`src/ddo_pkg.sv`:
```
// shared types, constants and tables for the differential drive odometry integrator
`timescale 1ns / 1ps
`default_nettype none

package ddo_pkg;

   // iteration count of the heading cordic, 12 to 32
   localparam int CORDIC_STEPS = 24;
   localparam int ATAN_DEPTH   = 32;
   localparam int ATAN_IDX_W   = $clog2(ATAN_DEPTH);

   // datapath width of the cordic and of the shared multiplier operands
   localparam int CW = 34;
   localparam int PW = 2 * CW;

   localparam int QUEUE_DEPTH = 2;

   localparam logic signed [CW-1:0] CORDIC_GAIN = 34'sd652032874;
   localparam logic [29:0]          RAD_TO_BAM  = 30'd683565276;

   // configuration register indexes
   localparam int CSR_INDEX_W = 3;
   localparam logic [CSR_INDEX_W-1:0] CSR_GAIN_SPEED_LEFT  = 3'd0;
   localparam logic [CSR_INDEX_W-1:0] CSR_GAIN_SPEED_RIGHT = 3'd1;
   localparam logic [CSR_INDEX_W-1:0] CSR_GAIN_TURN_LEFT   = 3'd2;
   localparam logic [CSR_INDEX_W-1:0] CSR_GAIN_TURN_RIGHT  = 3'd3;
   localparam logic [CSR_INDEX_W-1:0] CSR_SECONDS_PER_TICK = 3'd4;

   localparam logic signed [31:0] GAIN_SPEED_RESET      = 32'sd10820;
   localparam logic signed [31:0] GAIN_TURN_LEFT_RESET  = 32'sd60855;
   localparam logic signed [31:0] GAIN_TURN_RIGHT_RESET = -32'sd60855;
   localparam logic [31:0]        SECONDS_PER_TICK_RESET = 32'd4295;

   typedef struct packed {
      logic signed [23:0] speed_front_left;
      logic signed [23:0] speed_front_right;
      logic signed [23:0] speed_rear_left;
      logic signed [23:0] speed_rear_right;
      logic [47:0]        stamp_front_left;
      logic [47:0]        stamp_front_right;
      logic [47:0]        stamp_rear_left;
      logic [47:0]        stamp_rear_right;
   } req_type;

   typedef struct packed {
      logic signed [31:0] pos_x;
      logic signed [31:0] pos_y;
      logic [31:0]        heading_angle;
      logic signed [31:0] vel_x;
      logic signed [31:0] vel_y;
      logic signed [31:0] yaw_rate;
      logic               time_error;
   } rsp_type;

   typedef struct packed {
      logic signed [31:0] gain_speed_left;
      logic signed [31:0] gain_speed_right;
      logic signed [31:0] gain_turn_left;
      logic signed [31:0] gain_turn_right;
      logic [31:0]        seconds_per_tick;
   } cfg_type;

   // classified item handed from front to back
   typedef struct packed {
      logic signed [24:0] sum_left;
      logic signed [24:0] sum_right;
      logic [47:0]        diff;
      logic               time_error;
   } item_type;

   typedef struct packed {
      logic not_empty;
      logic full;
   } queue_status_type;

   typedef struct packed {
      logic                 done;
      logic signed [CW-1:0] cos_val;
      logic signed [CW-1:0] sin_val;
   } cordic_out_type;

   typedef enum logic [4:0] {
      ST_IDLE, ST_DTL, ST_DTH, ST_VL, ST_VR, ST_WL, ST_WR, ST_WF,
      ST_HL, ST_HH, ST_HF, ST_KL, ST_KH, ST_KF, ST_WAIT,
      ST_CX, ST_CY, ST_XL, ST_XH, ST_XF, ST_XI, ST_YL, ST_YH, ST_YF, ST_YI,
      ST_OUT
   } back_state_type;

   // atan(2^-i) as binary angle
   function automatic logic [31:0] atan_bam(input logic [ATAN_IDX_W-1:0] idx);
      logic [31:0] r;
      case (idx)
         5'd0:  r = 32'd536870912;
         5'd1:  r = 32'd316933406;
         5'd2:  r = 32'd167458907;
         5'd3:  r = 32'd85004756;
         5'd4:  r = 32'd42667331;
         5'd5:  r = 32'd21354465;
         5'd6:  r = 32'd10679838;
         5'd7:  r = 32'd5340245;
         5'd8:  r = 32'd2670163;
         5'd9:  r = 32'd1335087;
         5'd10: r = 32'd667544;
         5'd11: r = 32'd333772;
         5'd12: r = 32'd166886;
         5'd13: r = 32'd83443;
         5'd14: r = 32'd41722;
         5'd15: r = 32'd20861;
         5'd16: r = 32'd10430;
         5'd17: r = 32'd5215;
         5'd18: r = 32'd2608;
         5'd19: r = 32'd1304;
         5'd20: r = 32'd652;
         5'd21: r = 32'd326;
         5'd22: r = 32'd163;
         5'd23: r = 32'd81;
         5'd24: r = 32'd41;
         5'd25: r = 32'd20;
         5'd26: r = 32'd10;
         5'd27: r = 32'd5;
         5'd28: r = 32'd3;
         5'd29: r = 32'd1;
         5'd30: r = 32'd1;
         default: r = 32'd0;
      endcase
      return r;
   endfunction

endpackage

`default_nettype wire

```
`src/ddo_front.sv`:
```
// front end: takes items, builds side sums and earliest stamp, classifies the time step
`timescale 1ns / 1ps
`default_nettype none

module ddo_front import ddo_pkg::*; (
   input  wire logic             clock,
   input  wire logic             reset,
   input  wire logic             req_valid,
   output logic                  req_stall,
   input  wire req_type          req_data,
   input  wire queue_status_type q_status,
   output logic                  push,
   output item_type              push_data
);

   logic               stage_valid_ff, stage_valid_in;
   logic signed [24:0] sum_left_ff, sum_left_in;
   logic signed [24:0] sum_right_ff, sum_right_in;
   logic [47:0]        tmin_ff, tmin_in;
   logic [47:0]        last_stamp_ff, last_stamp_in;
   logic               primed_ff, primed_in;

   logic        accept;
   logic [47:0] min_front, min_rear;

   assign push      = stage_valid_ff && !q_status.full;
   assign req_stall = stage_valid_ff && !push;
   assign accept    = req_valid && !req_stall;

   always_comb begin
      min_front = (req_data.stamp_front_right < req_data.stamp_front_left) ?
                  req_data.stamp_front_right : req_data.stamp_front_left;
      min_rear  = (req_data.stamp_rear_right < req_data.stamp_rear_left) ?
                  req_data.stamp_rear_right : req_data.stamp_rear_left;
   end

   always_comb begin
      stage_valid_in = stage_valid_ff;
      sum_left_in    = sum_left_ff;
      sum_right_in   = sum_right_ff;
      tmin_in        = tmin_ff;
      if (push) begin
         stage_valid_in = 1'b0;
      end
      if (accept) begin
         stage_valid_in = 1'b1;
         sum_left_in    = 25'(req_data.speed_front_left) + 25'(req_data.speed_rear_left);
         sum_right_in   = 25'(req_data.speed_front_right) + 25'(req_data.speed_rear_right);
         tmin_in        = (min_rear < min_front) ? min_rear : min_front;
      end
   end

   // time step classification
   always_comb begin
      push_data.sum_left   = sum_left_ff;
      push_data.sum_right  = sum_right_ff;
      push_data.diff       = '0;
      push_data.time_error = 1'b0;
      if (primed_ff) begin
         if (tmin_ff <= last_stamp_ff) begin
            push_data.time_error = 1'b1;
         end else begin
            push_data.diff = tmin_ff - last_stamp_ff;
         end
      end
      last_stamp_in = push ? tmin_ff : last_stamp_ff;
      primed_in     = push ? 1'b1 : primed_ff;
   end

   always_ff @(posedge clock) begin
      if (reset) begin
         stage_valid_ff <= 1'b0;
         last_stamp_ff  <= '0;
         primed_ff      <= 1'b0;
      end else begin
         stage_valid_ff <= stage_valid_in;
         last_stamp_ff  <= last_stamp_in;
         primed_ff      <= primed_in;
      end
   end

   always_ff @(posedge clock) begin
      sum_left_ff  <= sum_left_in;
      sum_right_ff <= sum_right_in;
      tmin_ff      <= tmin_in;
   end

endmodule

`default_nettype wire

```
`config.mk`:
```
export PLATFORM = sky130hd
export DESIGN_NAME = ddo_front
export DESIGN_NICKNAME = d
export VERILOG_FILES = /design/src/ddo_pkg.sv /design/src/ddo_front.sv
export SDC_FILE = /design/constraint.sdc
export NUM_CORES = 1
export LEC_CHECK = 0
export BUFFER_PORTS_ARGS = -buffer_cell sky130_fd_sc_hd__buf_4
export CAP_MARGIN = 30
export CORE_MARGIN = 3
export CORE_UTILIZATION = 44
export DETAILED_ROUTE_END_ITERATION = 10
export GPL_TIMING_DRIVEN = 0
export PLACE_DENSITY = 0.66
export REMOVE_ABC_BUFFERS = 1
export SLEW_MARGIN = 20
export SYNTH_ARGS = -nofsm -noshare
export SYNTH_HDL_FRONTEND = slang
export SYNTH_SLANG_ARGS = --single-unit
```
`constraint.sdc`:
```
create_clock -name clock -period 6.6 [get_ports clock]
set_clock_uncertainty 0.05 [all_clocks]
set_input_delay 0.99 -clock clock [delete_from_list [all_inputs] [get_ports clock]]
set_output_delay 0.99 -clock clock [all_outputs]
set_load 0.005 [all_outputs]
```
Word level (Yosys, flattened, before mapping)
Index checks and enable logic that the tools add are counted.
Widths: inputs -> output; s select.
{"block": "classes", "reduce_logical": 7, "magnitude_cmp": 4, "muxes": 8, "n_addsub": 3}
{"cell": "$mux 48", "n": 4}
{"cell": "$lt 48x48->1", "n": 3}
{"cell": "$add 24x24->25", "n": 2}
{"cell": "$mux 49", "n": 1}
{"cell": "$le 48x48->1", "n": 1}
{"cell": "$sub 48x48->48", "n": 1}
{"cell": "$logic_and 1x1->1", "n": 3}
{"cell": "$logic_not 1->1", "n": 3}
{"cell": "$mux 1", "n": 3}
{"cell": "$reduce_bool 2->1", "n": 1}
{"block": "totals", "reg_bits": 148, "wordCells": 28, "output_inout_bits": 101, "input_bits": 293}

Logic depth before layout (Yosys ltp)
{"block": "depth", "ltp_word": 7, "ltp_mapped": 24, "mapped_depth_nobuf": 20}

Least setup slack after synthesis
No wires, ideal clock.
{"block": "synth_path", "kind": "in2reg", "startpoint": "in q_status[0] in the netlist's numbering", "endpoint": "reg sum_left_ff[0], enable pin", "path_stages": 2, "n_path_buf": 0, "arrival_time_ns": 5.528, "setup_ns": 0.567, "t_required_ns": 5.983, "slack_ns": 0.455, "cell_sequence": "and2_1 nor2b_1"}
{"block": "synth_between", "elab_chain_len": 6}
{"item": "start: declaration", "line_no": "ddo_front.sv:11", "source": "input wire queue_status_type q_status,"}
{"item": "$logic_not 1->1", "line_no": "ddo_front.sv:26", "source": "assign push = stage_valid_ff && !q_status.full;"}
{"item": "$logic_and 1x1->1", "line_no": "ddo_front.sv:26"}
{"item": "$logic_not 1->1", "line_no": "ddo_front.sv:27", "source": "assign req_stall = stage_valid_ff && !push;"}
{"item": "$logic_and 1x1->1", "line_no": "ddo_front.sv:27"}
{"item": "$logic_not 1->1", "line_no": "ddo_front.sv:28", "source": "assign accept = req_valid && !req_stall;"}
{"item": "$logic_and 1x1->1", "line_no": "ddo_front.sv:28"}
{"item": "via accept", "line_no": "ddo_front.sv:23", "source": "logic accept;"}
{"item": "end signal: assignment", "line_no": "ddo_front.sv:83", "source": "sum_left_ff <= sum_left_in;"}
{"item": "end: declaration", "line_no": "ddo_front.sv:17", "source": "logic signed [24:0] sum_left_ff, sum_left_in;"}
The timed path passes the listed nets, and every way through them passes these cells.
A chain may end at the register's enable or synchronous reset.

Worst setup path in the final report
{"block": "layout_path", "startpoint": "in req_data[134] in the netlist's numbering", "endpoint": "reg tmin_ff[8] (data pin)"}
{"block": "layout_between", "elab_chain_len": 4}
{"item": "start: declaration", "line_no": "ddo_front.sv:10", "source": "input wire req_type req_data,"}
{"item": "$lt 48x48->1", "line_no": "ddo_front.sv:31", "source": "min_front = (req_data.stamp_front_right < req_data.stamp_front_left) ?"}
{"item": "$mux 48 (*)", "line_no": "ddo_front.sv:31"}
{"item": "$lt 48x48->1", "line_no": "ddo_front.sv:49", "source": "tmin_in = (min_rear < min_front) ? min_rear : min_front;"}
{"item": "$mux 48 (*)", "line_no": "ddo_front.sv:49"}
{"item": "end signal: assignment", "line_no": "ddo_front.sv:85", "source": "tmin_ff <= tmin_in;"}
{"item": "end: declaration", "line_no": "ddo_front.sv:19", "source": "logic [47:0] tmin_ff, tmin_in;"}
Mark *: on every way between the ends. The rest lies on a longest branch, timed or not.

==> impl_metrics.json <==
{
  "syn_area_um2": 14900,
  "critPathLaunchType": "primary input",
  "path_buf_inv": 4,
  "design.die.area_um2": 36000,
  "via_per_inst": 5.38,
  "slew_violations": 0,
  "whs_ns": 0.405,
  "yosys-top-cells-area": "ha_1 (20%), edfxtp_1 (20%), mux2i_1 (9.7%)",
  "synth_commonest_cells": "ha_1 (237), inv_1 (219), nand2_1 (164)",
  "drt_iter0_markers": 644,
  "finalHoldViolCount": 0,
  "row_count": 66,
  "slew-limit-headroom_pct": 46.0,
  "fin_nets": 2656,
  "grt_pass1_wl_um": 71800,
  "slowest_delay_ns": 0.57,
  "worstPathMaxFanout": 10,
  "cp-endpoint": "tmin_ff[8]",
  "r2r_end": "last_stamp_ff[39]",
  "cts_tree": "yes",
  "cts_root_buf": "clkbuf_16",
  "power.total_mw": 3.87,
  "gp_congestion": 0.900,
  "period_share_pct": 96.9,
  "drive_above_1_share_pct": 22.0,
  "yosys.area.top_type": "ha_1",
  "h-tree-depth": 4,
  "critPathLaunch": "req_data[134]",
  "hpwl_um": 39100,
  "reg2reg_slack_ns": 4.73,
  "worst_path_max_delay_cell": "or4_1",
  "wirelength_um": 46300,
  "initial_core_util_pct": 45.1,
  "seq_area_frac_synth_pct": 26.5,
  "firstDrtPassIters": 7,
  "cp.arrival_ns": 6.57,
  "grt_pass1_vias": 13800,
  "route.detailed.drc": 0,
  "peakVddDrop_mv": 0.193,
  "cp_top_family": "simple AND/OR/NAND/NOR gates",
  "io_buffers": 392,
  "hold_class": "reg -> reg",
  "syn_area_per_cell_um2": 8.58,
  "dpl.cell_count": 2539,
  "max_freq_mhz": 156,
  "area_growth_pct": 28.7,
  "ys.warnings.count": 0,
  "clkLatencyLatePin_ns": 0.43,
  "synth_cell_types": 71,
  "ioPinCount": 394,
  "grtUsageTotal_pct": 25.2,
  "critPathRequiredTime_ns": 6.77,
  "synth_edf_count": 98,
  "critPathCaptureType": "flop",
  "synth_top_area_share_pct": 19.9,
  "maxCapViolations": 0,
  "yosysMostFrequentCell": "ha_1",
  "outcome": "completed",
  "final.min_clock_period_ns": 6.40,
  "cp.depth": 22,
  "worstMarginPinSlew_ns": 0.790,
  "grt_max_degree": 51,
  "grt_overflow_total": 0,
  "ys.flop_type": "edfxtp_1",
  "synth_cells": 1734,
  "leakage_nw": 9.33,
  "cts_sinks": 148,
  "clk_pin_slew_ns": 0.07,
  "die_h_um": 190,
  "setup_violations": 0,
  "setup-tns-final_ns": 0,
  "post_drt_wl_per_cell_um": 17.9,
  "clockBufferDepth": 2,
  "layout.cells.non_filler": 2580,
  "worstSetupPathType": "in -> reg",
  "ys_ff_latch": 148,
  "num_vias": 13900,
  "die_w_um": 190,
  "powerDensity_nw_per_um2": 202,
  "reg2reg_from": "stage_valid_ff",
  "async_flop_share_pct": 0,
  "reg2regPathDepth": 6,
  "antenna_found_initial": 2,
  "coreArea_um2": 32900,
  "rsz0062_at_grt": "false",
  "numCtsBuffers": 17,
  "crit_path_cell_trace": "buf_4, ha_1, nand4_1, nor4_4, o311ai_1, nor4_1, o41a_1, nor4_4, buf_6, buf_6, mux2i_2, ha_1, a2111oi_0, o21ai_0, a221o_1, nand2_1, o21ai_0, or4_1, nor2_2, o221a_4, buf_4, mux2i_1",
  "ant_nets": 0
}
-- how the worst min path moves through the flow --
stage | start | end | slack [ns] | cells after the start
6_report | last_stamp_ff[36] | last_stamp_ff[36] | 0.40 | 2
5_1_grt | last_stamp_ff[16] | last_stamp_ff[16] | 0.42 | 2
4_1_cts | last_stamp_ff[15] | last_stamp_ff[15] | 0.41 | 2
3_5_place_dp | last_stamp_ff[15] | last_stamp_ff[15] | 0.40 | 2
3_3_place_gp | last_stamp_ff[40] | last_stamp_ff[40] | 0.39 | 2
2_1_floorplan | last_stamp_ff[10] | last_stamp_ff[10] | 0.38 | 2
-- power by group --
part / total [mW] / internal (mW) / leakage, nW / switching [mW]
Clock: 0.999 / 0.584 / 0.284 / 0.415
Combinational: 1.69 / 0.791 / 7.69 / 0.896
Sequential: 1.18 / 1.13 / 1.35 / 0.0563
Total: 3.87 / 2.50 / 9.33 / 1.37
-- repair_timing --
item / in CTS / in global routing
setup endpoints to repair: 47 / 44
setup buffers: 5 / 0
pin swaps: 4 / 1
hold endpoints to repair: 0 / 0
gates cloned: 1 / 0
hold buffers: 0 / 0
gates resized for setup: 5 / 5
-- per-layer routing --
metal	share of wire, %	vias to the layer above	global-route usage (%)
li1	-	7031	-
met1	42	6409	30.7
met2	48	384	43.1
met3	6.7	61	6.73
met4	2.9	0	8.25
met5	0	-	0
-- cells in the final DEF (no fill, tap or decap), types with 17 or more instances in the layout --
cell type  instances
a211oi_1          21
o21ai_0           76
a21oi_1          154
xnor2_1           47
nand3_1           24
inv_1            219
xor2_1            25
a31oi_1           19
dfxtp_1           50
nand4_1           32
nor3_1            24
and3_1            17
nor2_1           101
nor2b_1           19
edfxtp_1          98
mux2i_1          140
nand2_1          164
a21o_1            58
clkbuf_16         18
ha_1             237
buf_4            399
-- per-stage QoR --
| step | util, % | worst slack [ns] | instance area, um2 |
|---|---|---|---|
| final | 58.1 | 0.205 | 19100 |
| after global placement | 55.1 | -6.67 | 18200 |
| after floorplan | - | -3.26 | 14700 |
| after global routing | 58.1 | 0.0115 | 19100 |
| after detailed placement | 55.9 | -1.05 | 18400 |
| after CTS | 57.9 | 0.0681 | 19100 |
-- sequential cells by signal, indices dropped and copies added (netlist names) --
name and count:
sum_right_ff 25, tmin_ff 48, sum_left_ff 25, last_stamp_ff 48, stage_valid_ff 1, primed_ff 1
-- logic make-up after synthesis --
kind of cell	share of synthesized area, %
and+or+nand+nor	13.8
adders and majority gates	20.3
buffers and inverters	7.00
xor gates and xnor gates	4.24
muxes	9.77
DFF	26.5
AOI/OAI and AO/OA	18.3
-- worst reg2reg max path: cells and delay by family, from the launching register on --
family                 cells  cell delay [ns]
buffers and inverters      3             0.96
DFF                        1             0.34
and+or+nand+nor            2             0.32
AOI/OAI and AO/OA          1             0.13
-- layout make-up --
cell class	instances	area [um2]
multi-input cells	1325	9990
inverters	220	826
well taps	442	553
repair buffers	411	3240
clock inverters	10	125
fillers	3032	13800
diodes	2	5.00
clock buffers	22	465
flip-flops and latches	148	3940
Note: power is estimated with default switching activity, not from simulation.
