[src/ddo_pkg.sv]
// shared types, constants and tables for the differential drive odometry integrator
`timescale 1ns / 1ps
`default_nettype none

package ddo_pkg;

   // iteration count of the heading cordic, 12 to 32
   localparam int CORDIC_STEPS = 24;
   localparam int ATAN_DEPTH   = 32;
   localparam int ATAN_IDX_W   = $clog2(ATAN_DEPTH);

   // datapath width of the cordic and of the shared multiplier operands
   localparam int CW = 34;
   localparam int PW = 2 * CW;

   localparam int QUEUE_DEPTH = 2;

   localparam logic signed [CW-1:0] CORDIC_GAIN = 34'sd652032874;
   localparam logic [29:0]          RAD_TO_BAM  = 30'd683565276;

   // configuration register indexes
   localparam int CSR_INDEX_W = 3;
   localparam logic [CSR_INDEX_W-1:0] CSR_GAIN_SPEED_LEFT  = 3'd0;
   localparam logic [CSR_INDEX_W-1:0] CSR_GAIN_SPEED_RIGHT = 3'd1;
   localparam logic [CSR_INDEX_W-1:0] CSR_GAIN_TURN_LEFT   = 3'd2;
   localparam logic [CSR_INDEX_W-1:0] CSR_GAIN_TURN_RIGHT  = 3'd3;
   localparam logic [CSR_INDEX_W-1:0] CSR_SECONDS_PER_TICK = 3'd4;

   localparam logic signed [31:0] GAIN_SPEED_RESET      = 32'sd10820;
   localparam logic signed [31:0] GAIN_TURN_LEFT_RESET  = 32'sd60855;
   localparam logic signed [31:0] GAIN_TURN_RIGHT_RESET = -32'sd60855;
   localparam logic [31:0]        SECONDS_PER_TICK_RESET = 32'd4295;

   typedef struct packed {
      logic signed [23:0] speed_front_left;
      logic signed [23:0] speed_front_right;
      logic signed [23:0] speed_rear_left;
      logic signed [23:0] speed_rear_right;
      logic [47:0]        stamp_front_left;
      logic [47:0]        stamp_front_right;
      logic [47:0]        stamp_rear_left;
      logic [47:0]        stamp_rear_right;
   } req_type;

   typedef struct packed {
      logic signed [31:0] pos_x;
      logic signed [31:0] pos_y;
      logic [31:0]        heading_angle;
      logic signed [31:0] vel_x;
      logic signed [31:0] vel_y;
      logic signed [31:0] yaw_rate;
      logic               time_error;
   } rsp_type;

   typedef struct packed {
      logic signed [31:0] gain_speed_left;
      logic signed [31:0] gain_speed_right;
      logic signed [31:0] gain_turn_left;
      logic signed [31:0] gain_turn_right;
      logic [31:0]        seconds_per_tick;
   } cfg_type;

   // classified item handed from front to back
   typedef struct packed {
      logic signed [24:0] sum_left;
      logic signed [24:0] sum_right;
      logic [47:0]        diff;
      logic               time_error;
   } item_type;

   typedef struct packed {
      logic not_empty;
      logic full;
   } queue_status_type;

   typedef struct packed {
      logic                 done;
      logic signed [CW-1:0] cos_val;
      logic signed [CW-1:0] sin_val;
   } cordic_out_type;

   typedef enum logic [4:0] {
      ST_IDLE, ST_DTL, ST_DTH, ST_VL, ST_VR, ST_WL, ST_WR, ST_WF,
      ST_HL, ST_HH, ST_HF, ST_KL, ST_KH, ST_KF, ST_WAIT,
      ST_CX, ST_CY, ST_XL, ST_XH, ST_XF, ST_XI, ST_YL, ST_YH, ST_YF, ST_YI,
      ST_OUT
   } back_state_type;

   // atan(2^-i) as binary angle
   function automatic logic [31:0] atan_bam(input logic [ATAN_IDX_W-1:0] idx);
      logic [31:0] r;
      case (idx)
         5'd0:  r = 32'd536870912;
         5'd1:  r = 32'd316933406;
         5'd2:  r = 32'd167458907;
         5'd3:  r = 32'd85004756;
         5'd4:  r = 32'd42667331;
         5'd5:  r = 32'd21354465;
         5'd6:  r = 32'd10679838;
         5'd7:  r = 32'd5340245;
         5'd8:  r = 32'd2670163;
         5'd9:  r = 32'd1335087;
         5'd10: r = 32'd667544;
         5'd11: r = 32'd333772;
         5'd12: r = 32'd166886;
         5'd13: r = 32'd83443;
         5'd14: r = 32'd41722;
         5'd15: r = 32'd20861;
         5'd16: r = 32'd10430;
         5'd17: r = 32'd5215;
         5'd18: r = 32'd2608;
         5'd19: r = 32'd1304;
         5'd20: r = 32'd652;
         5'd21: r = 32'd326;
         5'd22: r = 32'd163;
         5'd23: r = 32'd81;
         5'd24: r = 32'd41;
         5'd25: r = 32'd20;
         5'd26: r = 32'd10;
         5'd27: r = 32'd5;
         5'd28: r = 32'd3;
         5'd29: r = 32'd1;
         5'd30: r = 32'd1;
         default: r = 32'd0;
      endcase
      return r;
   endfunction

endpackage

`default_nettype wire

[src/ddo_queue.sv]
// short queue of classified items between front and back
`timescale 1ns / 1ps
`default_nettype none

module ddo_queue import ddo_pkg::*; (
   input  wire logic       clock,
   input  wire logic       reset,
   input  wire logic       push,
   input  wire item_type   push_data,
   input  wire logic       pop,
   output item_type        head,
   output queue_status_type status
);

   localparam int PTR_W = $clog2(QUEUE_DEPTH);
   localparam int CNT_W = $clog2(QUEUE_DEPTH + 1);

   item_type           mem_ff [QUEUE_DEPTH];
   logic [PTR_W-1:0]   wr_ptr_ff, wr_ptr_in;
   logic [PTR_W-1:0]   rd_ptr_ff, rd_ptr_in;
   logic [CNT_W-1:0]   count_ff, count_in;

   function automatic logic [PTR_W-1:0] ptr_next(input logic [PTR_W-1:0] p);
      return (p == PTR_W'(QUEUE_DEPTH - 1)) ? '0 : p + 1'b1;
   endfunction

   assign head             = mem_ff[rd_ptr_ff];
   assign status.not_empty = (count_ff != '0);
   assign status.full      = (count_ff == CNT_W'(QUEUE_DEPTH));

   always_comb begin
      wr_ptr_in = push ? ptr_next(wr_ptr_ff) : wr_ptr_ff;
      rd_ptr_in = pop ? ptr_next(rd_ptr_ff) : rd_ptr_ff;
      count_in  = count_ff;
      if (push && !pop) begin
         count_in = count_ff + 1'b1;
      end else if (pop && !push) begin
         count_in = count_ff - 1'b1;
      end
   end

   always_ff @(posedge clock) begin
      if (reset) begin
         wr_ptr_ff <= '0;
         rd_ptr_ff <= '0;
         count_ff  <= '0;
      end else begin
         wr_ptr_ff <= wr_ptr_in;
         rd_ptr_ff <= rd_ptr_in;
         count_ff  <= count_in;
      end
   end

   always_ff @(posedge clock) begin
      if (push) begin
         mem_ff[wr_ptr_ff] <= push_data;
      end
   end

endmodule

`default_nettype wire

[config.mk]
export PLATFORM = sky130hd
export DESIGN_NAME = ddo_queue
export DESIGN_NICKNAME = d
export VERILOG_FILES = /design/src/ddo_pkg.sv /design/src/ddo_queue.sv
export SDC_FILE = /design/constraint.sdc
export NUM_CORES = 1
export LEC_CHECK = 0
export BUFFER_PORTS_ARGS = -buffer_cell sky130_fd_sc_hd__buf_2
export CAP_MARGIN = 20
export CORE_ASPECT_RATIO = 0.75
export CORE_MARGIN = 2
export CORE_UTILIZATION = 56
export CTS_CLUSTER_DIAMETER = 50
export DETAILED_ROUTE_END_ITERATION = 8
export MAX_ROUTING_LAYER = met4
export PLACE_DENSITY = 0.82
export SLEW_MARGIN = 20
export SYNTH_ARGS = -nofsm -noshare
export SYNTH_HDL_FRONTEND = slang
export SYNTH_SLANG_ARGS = --single-unit
[constraint.sdc]
create_clock -name clock -period 10.2 [get_ports clock]
set_clock_uncertainty 0.2 [all_clocks]
set_input_delay 2.04 -clock clock [delete_from_list [all_inputs] [get_ports clock]]
set_output_delay 2.04 -clock clock [all_outputs]
set_load 0.02 [all_outputs]
Yosys cells after proc, flatten, opt, wreduce, memory -nomap -nowiden
Memory sizes are Yosys's and may differ from the RTL's. A register that Yosys moved wholly into a read port is not among the register bits.
Cells that the tools add are included.
{"block": "word_totals", "mem_bits_rw": 198, "word_cells": 23, "out_inout_bits": 101, "input_bits": 103, "mem_count": 1, "reg_bits": 4}
{"block": "classes", "n_mux": 8, "n_addsub": 4, "n_eq_ne": 1, "reduce_logical": 6}
{"memory": "mem_ff", "words": 2, "word_bits": 99, "rd": 1, "rd_clocked_by_memory_dff": 1, "wr": 1, "line": "ddo_queue.sv:18", "source": "item_type mem_ff [QUEUE_DEPTH];"}
{"operator": "$mux 1", "count": 6}
{"operator": "$mux 2", "count": 2}
{"operator": "$reduce_bool 2->1", "count": 2}
{"operator": "$add 1x1->1 const B", "count": 2}
{"operator": "$add 2x1->2 const B", "count": 1}
{"operator": "$eq 2x2->1 const B", "count": 1}
{"operator": "$logic_and 1x1->1", "count": 2}
{"operator": "$logic_not 1->1", "count": 2}
{"operator": "$sub 2x1->2 const B", "count": 1}

Logic depth before layout (Yosys ltp)
Gate-level depths: netlist (run 1).
{"block": "logic_depth", "ltp_word": 4, "depth_mapped": 5, "depth_no_buf": 5}

Worst setup path before layout (run 1)
Ideal clock, no wire load.
{"block": "synth_timing", "kind": "input -> register", "startpoint": "input port push", "endpoint": "memory mem_ff[0][0] (netlist bit) (enable)", "setup_time_ps": 569, "n_path_buf": 0, "required_time_ps": 9431, "path_stages": 1, "slack_ps": 3081, "arrival_ps": 6349, "cell_sequence": "nor2b_1"}
{"block": "synth_between", "elab_chain_len": 2}
{"item": "from (decl)", "line": "ddo_queue.sv:8", "source": "input wire logic push,"}
{"item": "$mux 1", "line": "ddo_queue.sv:55", "source": "if (push) begin"}
{"item": "$mux 1 (not written as such)", "line": "ddo_queue.sv:56", "source": "mem_ff[wr_ptr_ff] <= push_data;"}
{"item": "to (decl)", "line": "ddo_queue.sv:18"}
Every way passes these cells.

==> results by group, run 1 <==
Outcome
  – Status: finished clean

Detailed routing
  – DR DRC count: 0
  – Antenna Nets Post-Route: 0
  – Routed WL per cell: 18.5 um
  – DR vias/cell: slightly above 5
  – Aggregate routed wire length: 13.6 mm
  – First-pass iteration count of the detailed router: 4
  – DR vias: 3798
  – DRT iter0 DRCs: 186

Global routing
  – GR Overflow Total: 0
  – Initial antenna violation count: 2
  – Vias in the first global route: 3708
  – Largest net degree at the start of global routing: 76
  – First-pass GRT wire length: 19.1 mm
  – GRT Overall Usage: 18.7%

Synth
  – Register bit total from synthesis: 203
  – Area contributors post-synth: edfxtp_1 81%, mux2_2 14%, mux2_4 2.0%
  – Top-area cell type share of the netlist area: 80.6%
  – Synthesized netlist cell count: 330
  – Synthesized Nets: about 430
  – Unique masters post-synth: 17
  – Cell Area, Synth: 7380 um2
  – Yosys warns: 0
  – Mean Syn Cell Area: 22.4 um2
  – Post-synthesis sequential area ratio: just over 80%
  – Synth area leader: edfxtp_1

Power and ir drop
  – Total power: around 2.0 mW
  – Leak Pwr: between 3 and 4 nW
  – Worst VDD drop: 142 uV
  – Power Dens Cells: 211 nW/um2

Final layout
  – Share of cells above drive strength 1: 60.2%
  – Post-Layout Cell Count: 734
  – # nets final: between 600 and 700
  – Final instance area: ~9300 um2
  – Layout area overhead: 25.7%

Clock network
  – PostCTS Resize Cnt: 0
  – Worst-path clk slew: 0.06 ns
  – CTS Root Cell: clkbuf_16
  – Clock sink count: 203
  – Clk buf depth: 3
  – CTS Buf Count: 20
  – Clk_lat worst skew: 0.47 ns
  – TritonCTS clock tree: done
  – # hold bufs at CTS: 0
  – H-tree Lvls: 1
  – Number of setup buffers added after CTS: 0

Setup path
  – Critical path class: register to primary output
  – Critical Path Fanout Max: 75
  – Crit path DAT: 2.55 ns
  – CP endpoint kind: primary output
  – Worst reg2reg path depth: 3
  – CP startpoint kind: register
  – Critical Path Slowest Stage Cell: buf_4
  – Reg2reg end: mem_ff[0][7]$_DFFE_PP_
  – Buf/Inv on CP: 2
  – Critical path's top delay family: buffers and inverters
  – Crit path cell chain: buf_4 > mux2_2 > buf_2
  – Critical Path Max Stage Delay: 0.86 ns
  – Worst reg2reg path startpoint: wr_ptr_ff$_SDFFE_PP0P_
  – Worst EP required: 7.96 ns
  – Flop2flop setup slack: between 7 and 8 ns

Hold path
  – Hold wc startpoint: count_ff[1]$_SDFFE_PP0P_
  – HP Class: register to register
  – Worst hold path cell count: 2
  – Hold Path End: count_ff[1]$_SDFFE_PP0P_

Placement
  – Gpl congestion: 0.759
  – IO Port Bufs: between 200 and 250
  – Pre-CTS setup slack: approximately 5.6 ns
  – Inst Count DP: 696
  – Post-DP HPWL: approximately 8.6 mm
  – Dpl cell area: roughly 8600 um2

Floorplanning
  – Die ar.: between 10000 and 15000 um2
  – Initial Util: between 50% and 60%
  – Chip Width: 137 um
  – Die height: ~100 um
  – Core Area: roughly 13000 um2
  – # rows: 36
  – I/O pins: 204

Timing
  – Min Tclk post-route: about 4.8 ns
  – Max Clock Freq: 209 MHz
  – Fin. max-slew vios: 0
  – Setup TNS Final: 0 ns
  – Slew HR: 31.2%
  – RSZ-0062 raised after global routing: false
  – Final WS setup: 5.41 ns
  – Ratio of final minimum period to clock period: 46.9%
  – Final setup vio count: 0
  – Worst slew pin tran: a little over 1 ns
  – Fin. Hold Viols: 0

Run
  – Max Cap Viol: 0
## synth_stat cells
cell type	number
a21oi_1	1
and2_1	1
buf_2	8
buf_6	3
dfxtp_1	5
edfxtp_1	198
ha_1	1
inv_1	1
mux2_2	89
mux2_4	10
nor2_1	4
nor2b_1	2
o21ai_0	1
or2_2	1
or3_1	1
xnor2_1	2
xor2_1	2
## worst max path at each step
stage	endpoint	slack, ns	cells past startpoint
detailed placement	mem_ff[0][43]$_DFFE_PP_	5.59	3
floorplan	mem_ff[0][0]$_DFFE_PP_	3.08	1
global route	head[22]	5.29	3
finish	head[22]	5.41	3
global placement	mem_ff[0][40]$_DFFE_PP_	5.68	3
CTS	head[22]	5.37	3
## sequential cells by signal, summed over array words and instances (netlist names), named ones only
register,flops
mem_ff,198
count_ff,2
wr_ptr_ff,1
rd_ptr_ff,1
## through the flow
stage	hold slack, ns	util, %
2_1_floorplan	0.256	-
3_3_place_gp	0.272	66.3
3_5_place_dp	0.290	66.3
4_1_cts	0.300	71.5
5_1_grt	0.363	71.7
6_report	0.301	71.7
## area by class of cell
cell class,instances,area (um2)
fillers,811,3650
clock buffers,21,526
repair buffers,207,1070
inverters,1,3.75
well taps,171,214
clock inverters,14,143
diodes,2,5.00
flip-flops and latches,203,6050
multi-input cells,115,1270
## power by group
group	internal, mW	leakage [nW]	switching [mW]
registers	0.973	1.90	0.0157
logic	0.0958	1.29	0.138
clock network	0.449	0.330	0.288
## per-layer routing
metal  up-vias  global-route usage (%)  part of all wire [%]
met1      1858                    24.6                    42
met3        14                    4.78                   8.5
met2       178                    30.2                    48
li1       1748                       -                     -
met5         -                       -                     0
met4         0                    3.77                   1.4
## cells in the final DEF, fill, tap and decap left out
cell type | netlist | layout
a21oi_1 | 1 | 1
and2_4 | 0 | 1
buf_16 | 0 | 1
buf_2 | 8 | 203
buf_4 | 0 | 3
bufinv_16 | 0 | 3
clkbuf_16 | 0 | 21
clkinv_1 | 0 | 7
clkinv_2 | 0 | 3
dfxtp_1 | 5 | 4
dfxtp_4 | 0 | 1
diode_2 | 0 | 2
edfxtp_1 | 198 | 198
ha_1 | 1 | 1
inv_1 | 1 | 1
inv_8 | 0 | 1
mux2_2 | 89 | 89
mux2_4 | 10 | 10
nor2_1 | 4 | 4
nor2b_1 | 2 | 1
nor2b_4 | 0 | 1
o21ai_0 | 1 | 1
or2_2 | 1 | 1
or3_1 | 1 | 1
xnor2_1 | 2 | 2
xor2_1 | 2 | 2
## cell families (layout without fill, tap and decap cells)
| group | Yosys count | count (layout) | synth area share [%] |
|---|---|---|---|
| buffers and inverters | 12 | 243 | 1.05 |
| xor gates and xnor gates | 4 | 4 | 0.475 |
| adders and majority gates | 1 | 1 | 0.170 |
| muxes | 99 | 99 | 15.6 |
| DFF | 203 | 203 | 81.9 |
| other | 0 | 2 | 0 |
| and+or+nand+nor | 9 | 9 | 0.627 |
| AOI/OAI and AO/OA | 2 | 2 | 0.136 |
## worst min-delay path: stages, from the launching register on
cell and delay (ns):
dfxtp_1 0.32, o21ai_0 0.07, a21oi_1 0.06
Note: power is estimated with default switching activity, not from simulation.
==> run 2, diff against run 1 <==
Settings changed: CORE_UTILIZATION 56 to 47, PLACE_DENSITY 0.82 to 0.73.
Clock period 10.2 ns to 4.4 ns, I/O delays scaled along.
==> results by group, run 2 (synthesis results as in run 1) <==
Clock network
  – CTS Buf Count: 20
  – PostCTS Resize Cnt: 0
  – Clock sink count: 203
  – H-tree Lvls: 1
  – Clk buf depth: 3
  – # hold bufs at CTS: 0
  – TritonCTS clock tree: done
  – Worst-path clk slew: 0.06 ns
  – CTS Root Cell: clkbuf_16
  – Number of setup buffers added after CTS: 0
  – Clk_lat worst skew: around 0.47 ns

Power and ir drop
  – Leak Pwr: 3.51 nW
  – Comb power frac: 12.2%
  – Sequential fraction of design power: 52.1%
  – Power Dens Cells: 475 nW/um2
  – Clock power share: a little over a third
  – Total power: 4.41 mW
  – Int Pwr: about 3.4 mW
  – Switching Power: ~1 mW
  – Net Sw Frac: 22.8%
  – Worst VDD drop: 313 uV

Detailed routing
  – Aggregate routed wire length: 13.4 mm
  – DRT iter0 DRCs: 198
  – DR vias: 3756
  – Routed WL per cell: 17.4 um
  – DR DRC count: 0
  – Antenna Nets Post-Route: 0
  – DR vias/cell: between 4 and 5
  – First-pass iteration count of the detailed router: 4

Floorplanning
  – Chip Width: about 150 um
  – Die ar.: 16700 um2
  – # rows: 39
  – Die height: 113 um
  – Core Area: around 15000 um2
  – I/O pins: 204
  – Initial Util: 48.3%

Final layout
  – Multi-input gate area: 1270 um2
  – Largest reg by FF count: mem_ff
  – Most frequent cells in the layout: 203 x buf_2, 198 x edfxtp_1, 89 x mux2_2
  – Share of cells above drive strength 1: between 60% and 70%
  – Layout area overhead: 25.7%
  – ANT cells: 0
  – Max reg flops: 198
  – # nets final: 653
  – Fillers: 1149
  – Top Registers: mem_ff x198, count_ff x2
  – Post-Layout Cell Count: 766
  – Leading cell type in the layout, fill and taps excluded: buf_2
  – Reg area: 6050 um2

Timing
  – Fin. max-slew vios: 0
  – Fin. Hold Viols: 0
  – Ratio of final minimum period to clock period: about three quarters
  – Min Tclk post-route: 3.24 ns
  – Final setup vio count: 0
  – Setup TNS Final: 0 ns
  – Worst slew pin tran: about 0.54 ns
  – Final WS setup: 1.16 ns
  – Slew HR: between 60% and 70%
  – RSZ-0062 raised after global routing: false
  – Hold WS: approximately 0.31 ns
  – Max Clock Freq: 309 MHz

Placement
  – Gpl congestion: 0.739
  – Pre-CTS setup slack: ~1.6 ns
  – Post-DP HPWL: 8.68 mm
  – IO Port Bufs: just over 200
  – Inst Count DP: about 730

Global routing
  – GR Overflow Total: 0
  – Largest net degree at the start of global routing: 100
  – Vias in the first global route: roughly 4000
  – GRT Overall Usage: 16.2%
  – Initial antenna violation count: 0
  – First-pass GRT wire length: 20.5 mm

Setup path
  – Buf/Inv on CP: 2
  – CP startpoint kind: register
  – Crit path DAT: 2.16 ns
  – Critical path's top delay family: flip-flops
  – Worst EP required: 3.32 ns
  – Crit path cell chain: buf_12 > mux2_2 > buf_2
  – Critical Path Fanout Max: 62
  – Critical Path Max Stage Delay: between 0.6 and 0.7 ns
  – CP endpoint kind: primary output
  – Critical Path Slowest Stage Cell: dfxtp_4
  – Worst reg2reg path startpoint: wr_ptr_ff$_SDFFE_PP0P_
  – Critical path class: register to primary output

Hold path
  – Hold wc startpoint: count_ff[1]$_SDFFE_PP0P_
  – HP Class: register to register

Outcome
  – Status: finished clean

Run
  – Max Cap Viol: 0
==> run 2: cell types whose count changed in the layout (fill, tap and decap cells not counted) <==
cell        change
buf_12          +3
diode_2         -2
bufinv_16       -2
clkinvlp_4      +1
buf_4           -1
buf_16          -1
clkinv_1        -2
clkinv_2        +2
inv_8           -1
clkbuf_1        +1
==> run 2: final timing paths <==
path,slack (ns),endpoint,cells after the start
setup / recovery,1.16,head[80],3
hold / removal,0.31,count_ff[1]$_SDFFE_PP0P_,2
setup reg to reg,2.63,mem_ff[0][91]$_DFFE_PP_,2
hold reg to reg,0.31,count_ff[1]$_SDFFE_PP0P_,2
==> run 2: worst min-delay path: stages (launching register included) <==
cell	delay, ns
dfxtp_1	0.32
o21ai_0	0.07
a21oi_1	0.06
==> run 2: stage by stage <==
step	instance area (um2)	util, %
after global routing	9280	60.7
after global placement	8670	56.7
after detailed placement	8670	56.7
final	9280	60.7
after CTS	9280	60.7
after floorplan	7380	-
==> run 2: cell type report <==
type | instances | share of cell area (%)
well taps | 205 | 2.76
repair buffers | 208 | 11.8
clock inverters | 12 | 0.877
inverters | 1 | 0.0405
clock buffers | 22 | 5.70
flip-flops and latches | 203 | 65.2
multi-input cells | 115 | 13.6
==> run 2: power by group through the flow <==
stage / logic (mW) / registers [mW] / clock network [mW]
floorplan: 0.355 / 2.32 / 0
global placement: 0.529 / 2.33 / 0
detailed placement: 0.541 / 2.34 / 0
CTS: 0.543 / 2.30 / 1.62
global route: 0.574 / 2.31 / 1.70
finish: 0.536 / 2.30 / 1.57
==> run 2: per-layer routing <==
metal | up-vias | part of all wire, % | GRT usage (%)
met5 | - | 0 | -
met1 | 1842 | 44 | 21.3
met3 | 29 | 7.6 | 3.25
met4 | 0 | 2.0 | 4.06
met2 | 141 | 47 | 26.2
li1 | 1744 | - | -
==> run 3, diff against run 2 <==
Clock period 4.4 ns to 2.8 ns, I/O delays scaled along.
==> results by group, run 3 (synthesis results as in run 1) <==
Outcome
  – Status: finished clean

Hold path
  – Hold wc startpoint: push_data[82]
  – HP Class: input port to register

Timing
  – Max Clock Freq: 375 MHz
  – Fin. max-slew vios: 0
  – Hold WS: between 0.06 and 0.07 ns
  – Min Tclk post-route: around 2.7 ns
  – Ratio of final minimum period to clock period: 95.2%
  – Worst slew pin tran: 0.579 ns
  – Fin. Hold Viols: 0
  – Final setup vio count: 0
  – Final WS setup: 0.134 ns
  – Setup TNS Final: 0 ns
  – Slew HR: 61.4%
  – RSZ-0062 raised after global routing: false

Detailed routing
  – Aggregate routed wire length: 13.5 mm
  – DR vias: 3767
  – DR DRC count: 0
  – First-pass iteration count of the detailed router: 4
  – DRT iter0 DRCs: 204
  – DR vias/cell: approximately 4.9
  – Routed WL per cell: 17.6 um
  – Antenna Nets Post-Route: 0

Floorplanning
  – Die ar.: 16700 um2
  – Core Area: 15300 um2
  – I/O pins: approximately 200
  – Initial Util: 48.3%
  – Die height: 113 um
  – Chip Width: about 150 um
  – # rows: 39

Placement
  – Pre-CTS setup slack: 0.640 ns
  – Post-DP HPWL: 8.65 mm
  – Inst Count DP: 732
  – IO Port Bufs: 203
  – Gpl congestion: 0.742

Power and ir drop
  – Switching Power: 1.60 mW
  – Net Sw Frac: ~22%
  – Power Dens Cells: 764 nW/um2
  – Sequential fraction of design power: 50.2%
  – Comb power frac: roughly an eighth
  – Int Pwr: 5.54 mW
  – Clock power share: between 30 and 40%
  – Worst VDD drop: 474 uV
  – Leak Pwr: 3.54 nW

Clock network
  – PostCTS Resize Cnt: 0
  – Number of setup buffers added after CTS: 0
  – Worst-path clk slew: 0.06 ns
  – CTS Root Cell: clkbuf_16
  – TritonCTS clock tree: done
  – H-tree Lvls: 1
  – CTS Buf Count: 21
  – Clk buf depth: 3
  – Clock sink count: 203
  – Clk_lat worst skew: 0.47 ns
  – # hold bufs at CTS: 0

Setup path
  – Crit path DAT: 1.91 ns
  – Critical path's top delay family: buffers and inverters
  – CP startpoint kind: register
  – Critical Path Slowest Stage Cell: buf_12
  – Worst reg2reg path startpoint: wr_ptr_ff$_SDFFE_PP0P_
  – Critical Path Max Stage Delay: 0.42 ns
  – Critical Path Fanout Max: just under 100
  – CP endpoint kind: primary output
  – Critical path class: register to primary output
  – Crit path cell chain: buf_12 > mux2_2 > buf_2
  – Worst EP required: slightly above 2 ns
  – Buf/Inv on CP: 2

Final layout
  – Post-Layout Cell Count: 769
  – Share of cells above drive strength 1: 60.2%
  – Top Registers: mem_ff x198, count_ff x2
  – Leading cell type in the layout, fill and taps excluded: buf_2
  – Final core utilization: 61.2%
  – Layout area overhead: 26.7%
  – Largest reg by FF count: mem_ff
  – Max reg flops: 198
  – Most frequent cells in the layout: 203 x buf_2, 198 x edfxtp_1, 89 x mux2_2
  – # nets final: 654
  – Fillers: about 1100

Global routing
  – GRT Overall Usage: 16.5%
  – Initial antenna violation count: 1
  – Largest net degree at the start of global routing: 100
  – Vias in the first global route: 3999
  – First-pass GRT wire length: 20.9 mm
  – GR Overflow Total: 0

Run
  – Max Cap Viol: 0
run 3: cell type report:
class | count | area (um2) | area share, %
diodes | 1 | 2.50 | 0.0268
clock buffers | 24 | 537 | 5.74
clock inverters | 12 | 133 | 1.42
inverters | 1 | 3.75 | 0.0401
multi-input cells | 115 | 1270 | 13.5
flip-flops and latches | 203 | 6050 | 64.7
well taps | 205 | 256 | 2.74
repair buffers | 208 | 1100 | 11.8
run 3: per-layer routing:
| layer | wire [um] | global-route usage, % | vias to the layer above |
|---|---|---|---|
| met5 | 0 | - | - |
| met4 | 234 | 3.81 | 0 |
| met3 | 1230 | 5.20 | 20 |
| met2 | 6440 | 26.6 | 155 |
| met1 | 5580 | 20.6 | 1847 |
| li1 | - | - | 1745 |
run 3: power by group through the flow:
stage | Clock [mW] | Combinational (mW) | Sequential [mW]
after detailed placement | 0 | 0.873 | 3.65
final | 2.69 | 0.865 | 3.59
after floorplan | 0 | 0.560 | 3.64
after CTS | 2.77 | 0.879 | 3.59
after global routing | 2.90 | 0.929 | 3.60
after global placement | 0 | 0.860 | 3.64
run 3: worst paths after layout:
kind / endpoint / slack [ns] / depth (start not counted)
max reg2reg: mem_ff[1][7]$_DFFE_PP_ / 1.05 / 2
max: head[17] / 0.13 / 3
min: mem_ff[0][82]$_DFFE_PP_ / 0.07 / 1
min reg2reg: count_ff[1]$_SDFFE_PP0P_ / 0.33 / 2
run 3: stage by stage:
| stage | area (um2) | power [mW] |
|---|---|---|
| 6_report | 9350 | 7.14 |
| 5_1_grt | 9350 | 7.43 |
| 4_1_cts | 9350 | 7.24 |
| 3_5_place_dp | 8680 | 4.53 |
| 3_3_place_gp | 8680 | 4.50 |
| 2_1_floorplan | 7390 | 4.20 |
